<file path="src/hdl/drr_pkg.sv">
package drr_pkg;

  // Number of packet queues served by the scheduler.
  localparam int NUM_Q = 3;

  // Previous-queue marker meaning that no queue has been visited yet.
  localparam logic [1:0] QUEUE_NONE = 2'd3;

  // Reset value of every quantum register.
  localparam logic [15:0] QUANTUM_RESET = 16'd1500;

  // Command codes carried by an input item.
  localparam logic CMD_ENQUEUE = 1'b0;
  localparam logic CMD_FINISH  = 1'b1;

  // Configuration register indexes.
  localparam logic [1:0] REG_QUANTUM_0 = 2'd0;
  localparam logic [1:0] REG_QUANTUM_1 = 2'd1;
  localparam logic [1:0] REG_QUANTUM_2 = 2'd2;

  // One classified item handed from the front part to the scheduling engine.
  typedef struct packed {
    logic             finish;
    logic             dropped;
    logic [NUM_Q-1:0] nonempty;
  } job_t;

  // Link status kept by the scheduling engine and used by the front part to pop.
  typedef struct packed {
    logic       busy;
    logic [1:0] queue;
  } link_t;

endpackage

</file>
<file path="src/hdl/drr_ram.sv">
module drr_ram #(
  parameter int WIDTH = 16,
  parameter int DEPTH = 48
) (
  input  logic                     clk,
  input  logic                     we,
  input  logic [$clog2(DEPTH)-1:0] waddr,
  input  logic [WIDTH-1:0]         wdata,
  input  logic [$clog2(DEPTH)-1:0] raddr,
  output logic [WIDTH-1:0]         rdata
);

  logic [WIDTH-1:0] mem [DEPTH];

  always_ff @(posedge clk) begin
    if (we) begin
      mem[waddr] <= wdata;
    end
    rdata <= mem[raddr];
  end

endmodule

</file>
<file path="src/hdl/drr_front.sv">
module drr_front import drr_pkg::*; #(
  parameter int QUEUE_DEPTH = 16,
  parameter int SIZE_BITS   = 16
) (
  input  logic                                  clk,
  input  logic                                  rst,
  input  logic                                  in_valid,
  input  logic                                  cmd,
  input  logic [1:0]                            queue_sel,
  input  logic [15:0]                           packet_size,
  input  link_t                                 link,
  input  logic                                  job_full,
  output logic                                  job_push,
  output job_t                                  job,
  output logic                                  ram_we,
  output logic [$clog2(NUM_Q*QUEUE_DEPTH)-1:0]  ram_waddr,
  output logic [SIZE_BITS-1:0]                  ram_wdata,
  output logic [$clog2(NUM_Q*QUEUE_DEPTH)-1:0]  head_addr [NUM_Q]
);

  localparam int AW = $clog2(NUM_Q * QUEUE_DEPTH);
  localparam int PW = $clog2(QUEUE_DEPTH);
  localparam int FW = $clog2(QUEUE_DEPTH + 1);
  localparam int SW = SIZE_BITS;

  logic [PW-1:0] head_ptr [NUM_Q];
  logic [PW-1:0] tail_ptr [NUM_Q];
  logic [FW-1:0] fill     [NUM_Q];

  logic          pending;
  logic          pend_drop;
  logic          pend_finish;

  logic          room;
  logic          pop_ok;
  logic [PW-1:0] tail_sel;
  logic          enq_ok;
  logic          pop;
  logic [SW+15:0] size_ext;

  // Per-queue selection of the addressed FIFO and of the FIFO in transmission.
  always_comb begin
    room     = 1'b0;
    pop_ok   = 1'b0;
    tail_sel = '0;
    for (int q = 0; q < NUM_Q; q++) begin
      if (queue_sel == 2'(q)) begin
        room     = fill[q] != FW'(QUEUE_DEPTH);
        tail_sel = tail_ptr[q];
      end
      if (link.queue == 2'(q)) begin
        pop_ok = fill[q] != '0;
      end
    end
  end

  assign enq_ok = in_valid && (cmd == CMD_ENQUEUE) && room;
  assign pop    = in_valid && (cmd == CMD_FINISH) && link.busy && pop_ok;

  assign size_ext  = {{SW{1'b0}}, packet_size};
  assign ram_we    = enq_ok;
  assign ram_waddr = AW'(queue_sel) * AW'(QUEUE_DEPTH) + AW'(tail_sel);
  assign ram_wdata = size_ext[SW-1:0];

  always_comb begin
    for (int q = 0; q < NUM_Q; q++) begin
      head_addr[q] = AW'(q * QUEUE_DEPTH) + AW'(head_ptr[q]);
    end
  end

  assign job_push = pending && !job_full;

  always_comb begin
    job.finish  = pend_finish;
    job.dropped = pend_drop;
    for (int q = 0; q < NUM_Q; q++) begin
      job.nonempty[q] = fill[q] != '0;
    end
  end

  always_ff @(posedge clk) begin
    if (rst) begin
      pending     <= 1'b0;
      pend_drop   <= 1'b0;
      pend_finish <= 1'b0;
      for (int q = 0; q < NUM_Q; q++) begin
        head_ptr[q] <= '0;
        tail_ptr[q] <= '0;
        fill[q]     <= '0;
      end
    end else begin
      for (int q = 0; q < NUM_Q; q++) begin
        if (enq_ok && queue_sel == 2'(q)) begin
          tail_ptr[q] <= (tail_ptr[q] == PW'(QUEUE_DEPTH - 1)) ? '0 : tail_ptr[q] + 1'b1;
          fill[q]     <= fill[q] + 1'b1;
        end
        if (pop && link.queue == 2'(q)) begin
          head_ptr[q] <= (head_ptr[q] == PW'(QUEUE_DEPTH - 1)) ? '0 : head_ptr[q] + 1'b1;
          fill[q]     <= fill[q] - 1'b1;
        end
      end
      if (in_valid) begin
        pending     <= 1'b1;
        pend_drop   <= (cmd == CMD_ENQUEUE) && !room;
        pend_finish <= cmd == CMD_FINISH;
      end else if (job_push) begin
        pending <= 1'b0;
      end
    end
  end

endmodule

</file>
<file path="src/hdl/drr_jobq.sv">
module drr_jobq import drr_pkg::*; (
  input  logic clk,
  input  logic rst,
  input  logic push,
  input  job_t push_data,
  input  logic pop,
  output job_t pop_data,
  output logic full,
  output logic empty
);

  job_t       entry [2];
  logic       wr_ptr;
  logic       rd_ptr;
  logic [1:0] count;

  assign full     = count == 2'd2;
  assign empty    = count == 2'd0;
  assign pop_data = entry[rd_ptr];

  always_ff @(posedge clk) begin
    if (rst) begin
      wr_ptr <= 1'b0;
      rd_ptr <= 1'b0;
      count  <= 2'd0;
    end else begin
      if (push && !full) begin
        entry[wr_ptr] <= push_data;
        wr_ptr        <= ~wr_ptr;
      end
      if (pop && !empty) begin
        rd_ptr <= ~rd_ptr;
      end
      case ({push && !full, pop && !empty})
        2'b10:   count <= count + 2'd1;
        2'b01:   count <= count - 2'd1;
        default: count <= count;
      endcase
    end
  end

endmodule

</file>
<file path="src/hdl/drr_div.sv">
module drr_div #(
  parameter int W = 17
) (
  input  logic         clk,
  input  logic         rst,
  input  logic         start,
  input  logic [W-1:0] num,
  input  logic [W-1:0] den,
  output logic         done,
  output logic [W-1:0] quot
);

  localparam int CW = $clog2(W + 1);

  logic          running;
  logic [CW-1:0] cnt;
  logic [W-1:0]  rem;
  logic [W-1:0]  dsr;
  logic [W:0]    shifted;
  logic [W:0]    trial;

  // Restoring division, one quotient bit per cycle.
  assign shifted = {rem, quot[W-1]};
  assign trial   = shifted - {1'b0, dsr};

  always_ff @(posedge clk) begin
    if (rst) begin
      running <= 1'b0;
      done    <= 1'b0;
      cnt     <= '0;
    end else begin
      done <= 1'b0;
      if (start) begin
        running <= 1'b1;
        cnt     <= '0;
        rem     <= '0;
        quot    <= num;
        dsr     <= den;
      end else if (running) begin
        if (!trial[W]) begin
          rem  <= trial[W-1:0];
          quot <= {quot[W-2:0], 1'b1};
        end else begin
          rem  <= shifted[W-1:0];
          quot <= {quot[W-2:0], 1'b0};
        end
        cnt <= cnt + 1'b1;
        if (cnt == CW'(W - 1)) begin
          running <= 1'b0;
          done    <= 1'b1;
        end
      end
    end
  end

endmodule

</file>
<file path="src/hdl/drr_back.sv">
module drr_back import drr_pkg::*; #(
  parameter int QUEUE_DEPTH = 16,
  parameter int SIZE_BITS   = 16
) (
  input  logic                                 clk,
  input  logic                                 rst,
  input  logic                                 job_valid,
  input  job_t                                 job,
  output logic                                 job_pop,
  input  logic [15:0]                          quantum [NUM_Q],
  input  logic [$clog2(NUM_Q*QUEUE_DEPTH)-1:0] head_addr [NUM_Q],
  output logic [$clog2(NUM_Q*QUEUE_DEPTH)-1:0] ram_raddr,
  input  logic [SIZE_BITS-1:0]                 ram_rdata,
  output link_t                                link,
  output logic                                 done,
  output logic                                 grant_valid,
  output logic [1:0]                           grant_queue,
  output logic [15:0]                          grant_size,
  output logic                                 dropped,
  output logic                                 link_busy
);

  localparam int SW  = SIZE_BITS;
  localparam int DW  = SW + 1;
  localparam int NW  = ((SW > 16) ? SW : 16) + 1;
  localparam int SMW = ((DW > 16) ? DW : 16) + 1;
  localparam int MW  = SW + 16;
  localparam int PW  = SW + 17;

  typedef enum logic [3:0] {
    S_IDLE, S_READ, S_ADD, S_CHECK, S_DSEL, S_DWAIT, S_MUL, S_ACC, S_FINAL
  } state_t;

  state_t         state;
  logic [DW-1:0]  deficit [NUM_Q];
  logic [SW-1:0]  heads   [NUM_Q];
  logic [1:0]     cur;
  logic [1:0]     prev;
  logic           lbusy;
  logic [NUM_Q-1:0] nonempty;
  logic           drop_r;
  logic [1:0]     rd_cnt;
  logic [1:0]     pass_cnt;
  logic [1:0]     k;
  logic [1:0]     idx;
  logic           found;
  logic [SW-1:0]  best;
  logic [1:0]     kw;
  logic [1:0]     w;
  logic [MW-1:0]  prod;

  logic           busy_now;
  logic [SMW-1:0] add_sum;
  logic [DW-1:0]  add_sat;
  logic [PW-1:0]  acc_sum;
  logic [DW-1:0]  acc_sat;
  logic [SW-1:0]  rounds;
  logic [NW-1:0]  div_num;
  logic           div_start;
  logic           div_done;
  logic [NW-1:0]  div_quot;
  logic [SW-1:0]  r_new;
  logic [SW+15:0] ext_cur;
  logic [SW+15:0] ext_w;
  logic           idx_ok;

  function automatic logic [1:0] next_q(input logic [1:0] q);
    case (q)
      2'd0:    next_q = 2'd1;
      2'd1:    next_q = 2'd2;
      default: next_q = 2'd0;
    endcase
  endfunction

  function automatic logic [15:0] quant_sel(input logic [1:0] q,
                                            input logic [15:0] qv [NUM_Q]);
    case (q)
      2'd0:    quant_sel = qv[0];
      2'd1:    quant_sel = qv[1];
      default: quant_sel = qv[2];
    endcase
  endfunction

  assign busy_now = lbusy & ~job.finish;
  assign job_pop  = (state == S_IDLE) && job_valid;

  assign link.busy  = lbusy;
  assign link.queue = cur;

  // Head reads: address for queue rd_cnt goes out while data of rd_cnt-1 comes back.
  always_comb begin
    ram_raddr = head_addr[NUM_Q-1];
    for (int q = 0; q < NUM_Q; q++) begin
      if (rd_cnt == 2'(q)) begin
        ram_raddr = head_addr[q];
      end
    end
  end

  // Saturating quantum add for a landing.
  assign add_sum = SMW'(deficit[cur]) + SMW'(quant_sel(cur, quantum));
  assign add_sat = (|add_sum[SMW-1:DW]) ? '1 : add_sum[DW-1:0];

  // Saturating add of a block of rounds in the closed-form step.
  assign acc_sum = PW'(deficit[idx]) + PW'(prod);
  assign acc_sat = (|acc_sum[PW-1:DW]) ? '1 : acc_sum[DW-1:0];

  assign rounds = (k <= kw) ? best : best - SW'(1);

  // Rounds still needed by queue idx: ceiling of the missing credit over its quantum.
  assign div_num = NW'(heads[idx]) - NW'(deficit[idx]) + NW'(quant_sel(idx, quantum)) - NW'(1);
  assign idx_ok  = nonempty[idx] && (quant_sel(idx, quantum) != 16'd0);
  assign div_start = (state == S_DSEL) && idx_ok;
  assign r_new   = div_quot[SW-1:0];

  assign ext_cur = {16'b0, heads[cur]};
  assign ext_w   = {16'b0, heads[w]};

  drr_div #(.W(NW)) u_div (
    .clk   (clk),
    .rst   (rst),
    .start (div_start),
    .num   (div_num),
    .den   (NW'(quant_sel(idx, quantum))),
    .done  (div_done),
    .quot  (div_quot)
  );

  always_ff @(posedge clk) begin
    if (rst) begin
      state       <= S_IDLE;
      cur         <= 2'd0;
      prev        <= QUEUE_NONE;
      lbusy       <= 1'b0;
      nonempty    <= '0;
      drop_r      <= 1'b0;
      rd_cnt      <= 2'd0;
      pass_cnt    <= 2'd0;
      k           <= 2'd0;
      idx         <= 2'd0;
      found       <= 1'b0;
      kw          <= 2'd0;
      w           <= 2'd0;
      done        <= 1'b0;
      grant_valid <= 1'b0;
      grant_queue <= 2'd0;
      grant_size  <= 16'd0;
      dropped     <= 1'b0;
      link_busy   <= 1'b0;
      for (int q = 0; q < NUM_Q; q++) begin
        deficit[q] <= '0;
      end
    end else begin
      done <= 1'b0;
      case (state)
        S_IDLE: begin
          if (job_valid) begin
            drop_r   <= job.dropped;
            nonempty <= job.nonempty;
            lbusy    <= busy_now;
            if (busy_now || job.nonempty == '0) begin
              done        <= 1'b1;
              grant_valid <= 1'b0;
              grant_queue <= 2'd0;
              grant_size  <= 16'd0;
              dropped     <= job.dropped;
              link_busy   <= busy_now;
            end else begin
              rd_cnt <= 2'd0;
              state  <= S_READ;
            end
          end
        end
        S_READ: begin
          for (int q = 0; q < NUM_Q; q++) begin
            if (rd_cnt == 2'(q + 1)) begin
              heads[q] <= ram_rdata;
            end
          end
          rd_cnt <= rd_cnt + 2'd1;
          if (rd_cnt == 2'(NUM_Q)) begin
            pass_cnt <= 2'd0;
            state    <= S_ADD;
          end
        end
        S_ADD: begin
          if (cur != prev) begin
            deficit[cur] <= add_sat;
          end
          prev  <= cur;
          state <= S_CHECK;
        end
        S_CHECK: begin
          if (nonempty[cur] && DW'(heads[cur]) <= deficit[cur]) begin
            deficit[cur] <= deficit[cur] - DW'(heads[cur]);
            lbusy        <= 1'b1;
            done         <= 1'b1;
            grant_valid  <= 1'b1;
            grant_queue  <= cur;
            grant_size   <= ext_cur[15:0];
            dropped      <= drop_r;
            link_busy    <= 1'b1;
            state        <= S_IDLE;
          end else begin
            if (!nonempty[cur]) begin
              deficit[cur] <= '0;
            end
            cur <= next_q(cur);
            if (pass_cnt == 2'(NUM_Q - 1)) begin
              k     <= 2'd0;
              idx   <= next_q(cur);
              found <= 1'b0;
              state <= S_DSEL;
            end else begin
              pass_cnt <= pass_cnt + 2'd1;
              state    <= S_ADD;
            end
          end
        end
        S_DSEL, S_DWAIT: begin
          if ((state == S_DSEL && idx_ok) || (state == S_DWAIT && !div_done)) begin
            state <= S_DWAIT;
          end else begin
            if (state == S_DWAIT && (!found || r_new < best)) begin
              found <= 1'b1;
              best  <= r_new;
              kw    <= k;
              w     <= idx;
            end
            if (k == 2'(NUM_Q - 1)) begin
              k   <= 2'd0;
              idx <= cur;
              if (found || state == S_DWAIT) begin
                state <= S_MUL;
              end else begin
                done        <= 1'b1;
                grant_valid <= 1'b0;
                grant_queue <= 2'd0;
                grant_size  <= 16'd0;
                dropped     <= drop_r;
                link_busy   <= 1'b0;
                state       <= S_IDLE;
              end
            end else begin
              k     <= k + 2'd1;
              idx   <= next_q(idx);
              state <= S_DSEL;
            end
          end
        end
        S_MUL: begin
          prod  <= MW'(rounds) * MW'(quant_sel(idx, quantum));
          state <= S_ACC;
        end
        S_ACC: begin
          if (nonempty[idx]) begin
            deficit[idx] <= acc_sat;
          end
          if (k == 2'(NUM_Q - 1)) begin
            state <= S_FINAL;
          end else begin
            k     <= k + 2'd1;
            idx   <= next_q(idx);
            state <= S_MUL;
          end
        end
        S_FINAL: begin
          deficit[w]  <= deficit[w] - DW'(heads[w]);
          cur         <= w;
          prev        <= w;
          lbusy       <= 1'b1;
          done        <= 1'b1;
          grant_valid <= 1'b1;
          grant_queue <= w;
          grant_size  <= ext_w[15:0];
          dropped     <= drop_r;
          link_busy   <= 1'b1;
          state       <= S_IDLE;
        end
        default: begin
          state <= S_IDLE;
        end
      endcase
    end
  end

endmodule

</file>
<file path="src/hdl/deficit_round_robin_scheduler_unit.sv">
// Without a scan the engine answers straight from its idle state; a scan adds head reads,
// a landing per queue (add, then check), and when no head fits after one pass, up to 3
// divisions on a 17-bit divider at 16-bit sizes plus the closed-form credit steps.
// Throughput: one item at a time; busy falls at the edge that ends the done cycle.
// Reset (rst, synchronous): queues empty, deficits zero, link idle, quanta 1500; packet store
// contents stay undefined and need no clearing pass. The receiver cannot stall results.
module deficit_round_robin_scheduler_unit import drr_pkg::*; #(
  parameter int QUEUE_DEPTH = 16,
  parameter int SIZE_BITS   = 16
) (
  input  logic        clk,
  input  logic        rst,
  input  logic        start,
  output logic        busy,
  input  logic        cmd,
  input  logic [1:0]  queue_sel,
  input  logic [15:0] packet_size,
  input  logic        wr_en,
  input  logic [1:0]  wr_index,
  input  logic [15:0] wr_data,
  output logic        done,
  output logic        grant_valid,
  output logic [1:0]  grant_queue,
  output logic [15:0] grant_size,
  output logic        dropped,
  output logic        link_busy
);

  // The design is split into a front part that owns the three packet FIFOs and a
  // scheduling engine that owns the deficits and the link. The front part applies an
  // enqueue or a pop at the start transfer and then hands a short job record through a
  // two-entry queue; the engine reads the queue heads and runs the round scan.
  localparam int AW = $clog2(NUM_Q * QUEUE_DEPTH);

  logic          accept;
  logic [15:0]   quantum [NUM_Q];

  link_t         link;
  job_t          push_job;
  job_t          pop_job;
  logic          job_push;
  logic          job_pop;
  logic          job_full;
  logic          job_empty;

  logic          ram_we;
  logic [AW-1:0] ram_waddr;
  logic [SIZE_BITS-1:0] ram_wdata;
  logic [AW-1:0] ram_raddr;
  logic [SIZE_BITS-1:0] ram_rdata;
  logic [AW-1:0] head_addr [NUM_Q];

  assign accept = start && !busy;

  // Busy covers the whole life of one item: it rises with the start transfer and falls
  // once the result has been shown for its one cycle.
  always_ff @(posedge clk) begin
    if (rst) begin
      busy <= 1'b0;
    end else if (accept) begin
      busy <= 1'b1;
    end else if (done) begin
      busy <= 1'b0;
    end
  end

  // Quantum registers. A write to an index beyond the list is ignored.
  always_ff @(posedge clk) begin
    if (rst) begin
      for (int q = 0; q < NUM_Q; q++) begin
        quantum[q] <= QUANTUM_RESET;
      end
    end else if (wr_en) begin
      case (wr_index)
        REG_QUANTUM_0: quantum[0] <= wr_data;
        REG_QUANTUM_1: quantum[1] <= wr_data;
        REG_QUANTUM_2: quantum[2] <= wr_data;
        default: ;
      endcase
    end
  end

  // Packet lengths of all three FIFOs share one store, each FIFO owning a slice of
  // QUEUE_DEPTH entries. The front part writes tails, the engine reads heads.
  drr_ram #(
    .WIDTH (SIZE_BITS),
    .DEPTH (NUM_Q * QUEUE_DEPTH)
  ) u_store (
    .clk   (clk),
    .we    (ram_we),
    .waddr (ram_waddr),
    .wdata (ram_wdata),
    .raddr (ram_raddr),
    .rdata (ram_rdata)
  );

  drr_front #(
    .QUEUE_DEPTH (QUEUE_DEPTH),
    .SIZE_BITS   (SIZE_BITS)
  ) u_front (
    .clk         (clk),
    .rst         (rst),
    .in_valid    (accept),
    .cmd         (cmd),
    .queue_sel   (queue_sel),
    .packet_size (packet_size),
    .link        (link),
    .job_full    (job_full),
    .job_push    (job_push),
    .job         (push_job),
    .ram_we      (ram_we),
    .ram_waddr   (ram_waddr),
    .ram_wdata   (ram_wdata),
    .head_addr   (head_addr)
  );

  drr_jobq u_jobq (
    .clk       (clk),
    .rst       (rst),
    .push      (job_push),
    .push_data (push_job),
    .pop       (job_pop),
    .pop_data  (pop_job),
    .full      (job_full),
    .empty     (job_empty)
  );

  // The engine produces exactly one result per job, with or without a grant.
  drr_back #(
    .QUEUE_DEPTH (QUEUE_DEPTH),
    .SIZE_BITS   (SIZE_BITS)
  ) u_back (
    .clk         (clk),
    .rst         (rst),
    .job_valid   (!job_empty),
    .job         (pop_job),
    .job_pop     (job_pop),
    .quantum     (quantum),
    .head_addr   (head_addr),
    .ram_raddr   (ram_raddr),
    .ram_rdata   (ram_rdata),
    .link        (link),
    .done        (done),
    .grant_valid (grant_valid),
    .grant_queue (grant_queue),
    .grant_size  (grant_size),
    .dropped     (dropped),
    .link_busy   (link_busy)
  );

endmodule

</file>
<file path="config.mk">
export PLATFORM = sky130hd
export DESIGN_NAME = deficit_round_robin_scheduler_unit
export DESIGN_NICKNAME = d
export VERILOG_FILES = /design/src/hdl/drr_pkg.sv /design/src/hdl/drr_ram.sv /design/src/hdl/drr_front.sv /design/src/hdl/drr_jobq.sv /design/src/hdl/drr_div.sv /design/src/hdl/drr_back.sv /design/src/hdl/deficit_round_robin_scheduler_unit.sv
export SDC_FILE = /design/constraint.sdc
export NUM_CORES = 2
export LEC_CHECK = 0
export BUFFER_PORTS_ARGS = -buffer_cell sky130_fd_sc_hd__buf_2
export CAP_MARGIN = 20
export CORE_MARGIN = 5
export CORE_UTILIZATION = 28
export DETAILED_ROUTE_END_ITERATION = 6
export GPL_TIMING_DRIVEN = 0
export PLACE_DENSITY_LB_ADDON = 0.25
export SLEW_MARGIN = 0
export SYNTH_ARGS = -nofsm -noshare
export SYNTH_HDL_FRONTEND = slang
export SYNTH_HIERARCHICAL = 1
export SYNTH_SLANG_ARGS = --single-unit
</file>
<file path="constraint.sdc">
create_clock -name clk -period 11.26 [get_ports clk]
set_input_delay 1.126 -clock clk [delete_from_list [all_inputs] [get_ports clk]]
set_output_delay 1.126 -clock clk [all_outputs]
set_load 0.05 [all_outputs]
</file>
======== Yosys cells after proc, flatten, opt, wreduce, memory -nomap -nowiden ========
Memories as Yosys holds them, arrays and structs flattened. A register that Yosys moved wholly into a read port is not among the register bits.
Index checks and enable logic that the tools add are counted.
storage, ports and cells
  memory bits (read-only) ................. 0
  memories kept ........................... 7
  register bits ........................... 209
  bits in writable memories ............... 916
  input bits .............................. 41
  bits in latches ......................... 0
  word-level logic and storage cells ...... 453
memories
  name              depth  width  rd ports  clocked after memory_dff  wr ports  RTL line         RTL
  u_store.mem       48     16     1         1                         1         drr_ram.sv:13    logic [WIDTH-1:0] mem [DEPTH];
  u_back.deficit    3      17     3         3                         3         drr_back.sv:35   logic [DW-1:0] deficit [NUM_Q];
  u_back.heads      3      16     3         3                         1         drr_back.sv:36   logic [SW-1:0] heads [NUM_Q];
  u_front.fill      3      5      3         0                         3         drr_front.sv:28  logic [FW-1:0] fill [NUM_Q];
  u_front.head_ptr  3      4      3         0                         3         drr_front.sv:26  logic [PW-1:0] head_ptr [NUM_Q];
  u_front.tail_ptr  3      4      3         0                         3         drr_front.sv:27  logic [PW-1:0] tail_ptr [NUM_Q];
  1 more memories   --     --     --        --                        --        --
operators by class
  mux-type cells .......................... 221
  multipliers ............................. 1
  magnitude comparators ................... 5
  divide/modulo/power cells ............... 0
  reductions and logical operators ........ 82
  bitwise logic cells ..................... 23
  equality and inequality tests ........... 47
  add/subtract/negate cells ............... 30
  shift operators ......................... 0
operator list
  operator                                                        number
  17-bit 2-to-1 mux                                               11
  16-bit 2-to-1 mux                                               11
  1-bit 2-to-1 mux                                                105
  4-bit 2-to-1 mux                                                21
  2-bit 2-to-1 mux                                                39
  16-bit one-hot mux with 2 select lines                          2
  16-bit one-hot mux with 4 select lines                          1
  17-bit OR reduction                                             3
  16-bit OR reduction                                             3
  17-bit by 16-bit subtractor with 17-bit output                  2
  17-bit by 32-bit adder with 33-bit output                       1
  16-bit by 16-bit multiplier with 32-bit output                  1
  5-bit 2-to-1 mux                                                6
  4-bit == test (second input constant)                           7
  2-bit one-hot mux with 2 select lines                           7
  4-bit one-hot mux with 7 select lines                           1
  4-bit by 1-bit adder with 4-bit output (second input constant)  6
  1-bit logical AND                                               22
  5-bit by 1-bit adder with 5-bit output (second input constant)  4
  17-bit by 16-bit adder with 18-bit output                       1
  2-bit == test (second input constant)                           9
  6-bit 2-to-1 mux                                                3
  2-bit nonzero test                                              9
  18-bit by 16-bit subtractor with 18-bit output                  1
  other kinds (49)                                                133

======== Depth between registers and ports, before layout ========
  word-level depth ........................ 13
  gate-level depth with buffers ........... 33
  depth with buffers taken out ............ 32

======== Modules after synthesis ========
The synthesis kept the hierarchy.
by module, submodules not included
  module                              instances  cells an instance  area an instance (um^2)  sequential area each (um^2)
  drr_ram                             1          1,496              30,279.0                 23,382.4
  drr_back                            1          2,809              25,503.2                 6,005.8
  drr_div                             1          306                3,392.0                  1,671.6
  drr_front                           1          275                2,761.4                  1,231.2
  deficit_round_robin_scheduler_unit  1          181                1,925.6                  980.9
  drr_jobq                            1          40                 579.3                    400.4

======== Worst setup path after synthesis ========
No wires, ideal clock.
  path type ............................... register to register
  from .................................... register u_back.k[0]
  to ...................................... register u_back.prod[30], data pin
  data arrival time ....................... 8.154 ns
  setup slack ............................. 2.847 ns
  stages on the path, launching flop included .. 29
  clock period less this slack ............ 8.413 ns
  path buffers ............................ 1
  setup time .............................. 0.259 ns
  data required time ...................... 11.001 ns
  cell sequence ........................... dfxtp_1 > inv_1 > ha_1 > nand2_1 > o21ai_1 > or4_1 > nor3_1 > nand2_1 > or4_1 > xnor2_1 > clkbuf_1 > nand2_1 > fa_1 > fa_1 > inv_1 > fa_1 > fa_1 > fa_1 > fa_1 > ha_1 > a21oi_1 > nand2_1 > a2111oi_0 > o41a_1 > o31ai_1 > a311oi_1 > o21ai_0 > o211ai_1 > xnor2_1
on the way
  longest elaborated chain between the ends .. 3
RTL lines
  what                                            RTL line         RTL
  from (decl)                                     drr_back.sv:44   logic [1:0] k;
  from (signal assigned)                          drr_back.sv:245  k <= k + 2'd1;
  from (signal assigned)                          drr_back.sv:262  k <= k + 2'd1;
  2-bit <= comparator                             drr_back.sv:108  assign rounds = (k <= kw) ? best : best - SW'(1);
  16-bit 2-to-1 mux                               drr_back.sv:108
  16-bit by 16-bit multiplier with 32-bit output  drr_back.sv:252  prod <= MW'(rounds) * MW'(quant_sel(idx, quantum));
  to (signal assigned)                            drr_back.sv:252
  to (decl)                                       drr_back.sv:50   logic [MW-1:0] prod;
No other way between the ends.
A chain may end at the register's enable or synchronous reset.

======== Worst setup path after layout ========
Same ends and word-level chain as after synthesis.

==> results by group <==
Outcome
  – Status: complete, no violations

Clocking
  – Hold_buf cts: 0
  – Post-CTS setup buffers: 0
  – Number of clock sinks: 1166
  – Clock buffer count from CTS: 131
  – Skew-Pair Late Insertion Delay: 800 ps
  – Resize count post-CTS: 0
  – H-tree lvl count: 4
  – Clock Tree Root: clkbuf_16
  – Worst-path clk slew: 60 ps
  – Clock Path Buffers: 3
  – CTS tree: yes

Setup path
  – Startpoint Class: flip-flop
  – Worst endpoint required time: 11800 ps
  – Critical Path End Type: flip-flop
  – Crit path top cell by count: fa_1
  – CP top delay family: adder cells
  – CP peak stage delay: 630 ps
  – Slowest cell on the critical path: a2111oi_0
  – CP Class: flip-flop to flip-flop
  – CP max FO: 10
  – Worst reg-to-reg path cell count: 28
  – Crit Reg-Reg Startpoint: u_back/k[0]
  – Crit path depth: 28
  – Setup crit end: u_back/prod[30]
  – WP data arrival: 11010 ps
  – Critical path startpoint: u_back/k[0]
  – Flop-to-flop setup slack: 790 ps
  – Crit path buf inv count: 3
  – RR Endpoint: u_back/prod[30]

Yosys
  – Top_reg_cell synth: edfxtp_1
  – Mapped Cells: 5107
  – Register area share after synthesis: 52.3%
  – Adder-Cell Fraction of Synth Area: 11.5%
  – Post-Synth XOR/XNOR Area: 1.98%
  – Cell accounting for the most synthesized area: edfxtp_1
  – Yosys reg bits: 1166
  – Async SR Flop Fraction: 0%
  – Cell Area, Synth: 0.0644 mm2
  – Post-Synth Simple-Gate Area: 9.39%
  – Synth Warn #: 6
  – Post-synth EDFFs: 1032
  – Synth cell count leaders: 1032 x edfxtp_1, 439 x nor2_1, 417 x mux2i_1
  – Synth area leaders: edfxtp_1 48%, fa_1 6.8%, mux2i_1 6.5%
  – Post-synthesis mux area share: 11.5%
  – Synth unique cells: 102
  – Dominant combinational cell family by area after synthesis: adder cells
  – Syn Area/Cell: 12.6 um2
  – Post-synthesis compound-gate area fraction: 9.13%
  – Most common cell in the synthesized netlist: edfxtp_1
  – Yosys top cell area share: 48.1%

Route
  – DRT iter0 DRCs: 3589
  – Routed Antenna Nets: 0
  – Vias/cell: 5.04
  – DRC Markers: 0
  – Via count: 42714
  – WL per Instance: 23.9 um
  – First-pass detailed-route iteration total: 5
  – Final wirelength: 203000 um

Timing
  – Clock Skew: 60.2 ps
  – Min Tclk post-route: 10470 ps
  – Final Setup Violations: 0
  – Period utilisation layout: 93.0%
  – Worst-margin pin slew: 1180 ps
  – Slew HR: 21.0%
  – Setup ws final: 792 ps
  – Hold Vio Cnt, Final: 0
  – Post-Route Setup TNS: 0 ps
  – Slew Viols, Final: 0
  – F_max: 0.0955 GHz
  – RSZ-0062 raised after global routing: false

Global route
  – Vias in the first global route: 42422
  – Initial antenna violation count: 9
  – Largest net degree at the start of global routing: 49
  – GR Overflow Total: 0
  – First-pass GRT wire length: 293000 um
  – Total track usage: 16.6%

Placed design
  – RD Place Congestion: 0.935
  – DP Cell Count: 8240
  – Pre-CTS WS: 986 ps
  – DP HPWL: 151000 um
  – IO Port Bufs: 46

Layout
  – Layout cells sized above 1: 12.5%
  – Area Overhead vs Synth: 14.7%
  – Fin util: 32.2%
  – Final cell count without fillers: 8479
  – ANT cells: 0
  – # nets final: 5858
  – Fill cells: 22940

Floorplanning
  – Initial Util: 28.1%
  – Die area: 0.240 mm2
  – I/O Pins: 64
  – Core area: 0.229 mm2
  – Placement Rows: 176
  – Die Span X: 490 um
  – DIE HEIGHT: 490 um

Power and ir drop
  – Clock Power Share: 31.7%
  – Switching pwr: 4.52 mW
  – Sw frac: 33.6%
  – Internal: 8.94 mW
  – Sequential Power Share: 36.8%
  – Logic pwr share: 31.4%
  – Tot Pwr: 13.5 mW
  – Leak: 26.6 nW
  – PD cells: 182 mW/mm2
  – Maximum VDD drop: 0.281 mV

Hold path
  – Worst hold path type: flip-flop to flip-flop

Job
  – Max-Cap Viols: 0
[worst min path at each step]
stage / start / endpoint / cells past startpoint
2_1_floorplan: u_store/rdata[0] / u_back/heads[0][0] / 0
3_3_place_gp: u_store/rdata[3] / u_back/heads[2][3] / 0
3_5_place_dp: u_store/rdata[4] / u_back/heads[1][4] / 0
4_1_cts: u_back/u_div/quot[13] / u_back/best[13] / 0
5_1_grt: u_store/rdata[11] / u_back/heads[1][11] / 0
6_report: u_back/u_div/quot[13] / u_back/best[13] / 0
[state kept, by name, summed over array words and instances (netlist names), 3 cells and up, named ones only]
signal and count:
quantum 48, u_back/best 16, u_back/deficit 68, u_back/grant_size 16, u_back/heads 48, u_back/nonempty 3, u_back/prod 32, u_back/state 4
u_back/u_div/cnt 5, u_back/u_div/dsr 17, u_back/u_div/quot 17, u_back/u_div/rem 17, u_front/fill 15, u_front/head_ptr 12, u_front/tail_ptr 12, u_jobq/entry 10
u_store/mem 768, u_store/rdata 16
[layout by cell type (no fill, tap or decap), types with 22 or more instances in the layout]
cell type / n
buf_2: 83
xor2_1: 31
or3_1: 22
a22oi_1: 73
a22o_1: 34
nor3_1: 62
fa_1: 218
dfxtp_1: 134
clkbuf_1: 150
clkbuf_16: 134
buf_4: 51
nand4_1: 27
and2_1: 28
mux4_2: 131
o22ai_1: 25
inv_1: 349
o21a_1: 36
nand3_1: 73
o21ai_0: 144
buf_8: 36
a211oi_1: 43
nor2b_1: 36
xnor2_1: 108
buf_6: 29
mux2i_1: 417
ha_1: 245
nand2_1: 379
buf_1: 29
clkinv_1: 31
a21oi_1: 219
mux2_2: 24
a221oi_1: 41
edfxtp_1: 1032
a21o_1: 54
nor2_2: 46
nand2b_1: 84
nor2_1: 391
[stage by stage]
| step | hold slack, ps | area (um2) |
|---|---|---|
| global route | 469 | 73900 |
| floorplan | 421 | 64500 |
| finish | 446 | 73900 |
| global placement | 428 | 68500 |
| CTS | 440 | 73800 |
| detailed placement | 450 | 69600 |
[routing by layer]
metal	vias to the layer above	track usage (%)	wire, um
li1	19272	-	-
met1	21729	21.7	85500
met2	1371	27.9	98200
met3	342	2.37	10900
met4	0	6.33	8340
met5	-	0	0
[power groups by stage]
stage          registers [mW]  logic, mW  clock network, mW
3_5_place_dp             5.05       4.23                  0
2_1_floorplan            5.03       2.76                  0
5_1_grt                  4.96       4.59               4.56
4_1_cts                  4.96       4.29               4.38
6_report                 4.96       4.23               4.27
3_3_place_gp             5.04       4.24                  0
[cells by family (layout without fill, tap and decap cells)]
group                      Yosys count  in the layout
and+or+nand+nor                   1292           1292
xor gates and xnor gates           142            142
buffers and inverters              613            955
adders and majority gates          463            463
muxes                              575            575
DFF                               1166           1166
AOI/OAI and AO/OA                  853            853
other                                3              7
[final cells by class]
type                            instances  area, um2  share of cell area (%)
Sequential cell                      1166      33700                    45.5
Timing Repair Buffer                  110       1250                    1.69
Clock inverter                         65        739                    1.00
Tap cell                             3026       3790                    5.12
Multi-Input combinational cell       3332      28200                    38.2
Inverter                              356       1340                    1.81
Buffer                                257       1350                    1.83
Clock buffer                          167       3550                    4.80
Power figures use the tool's default switching activity.
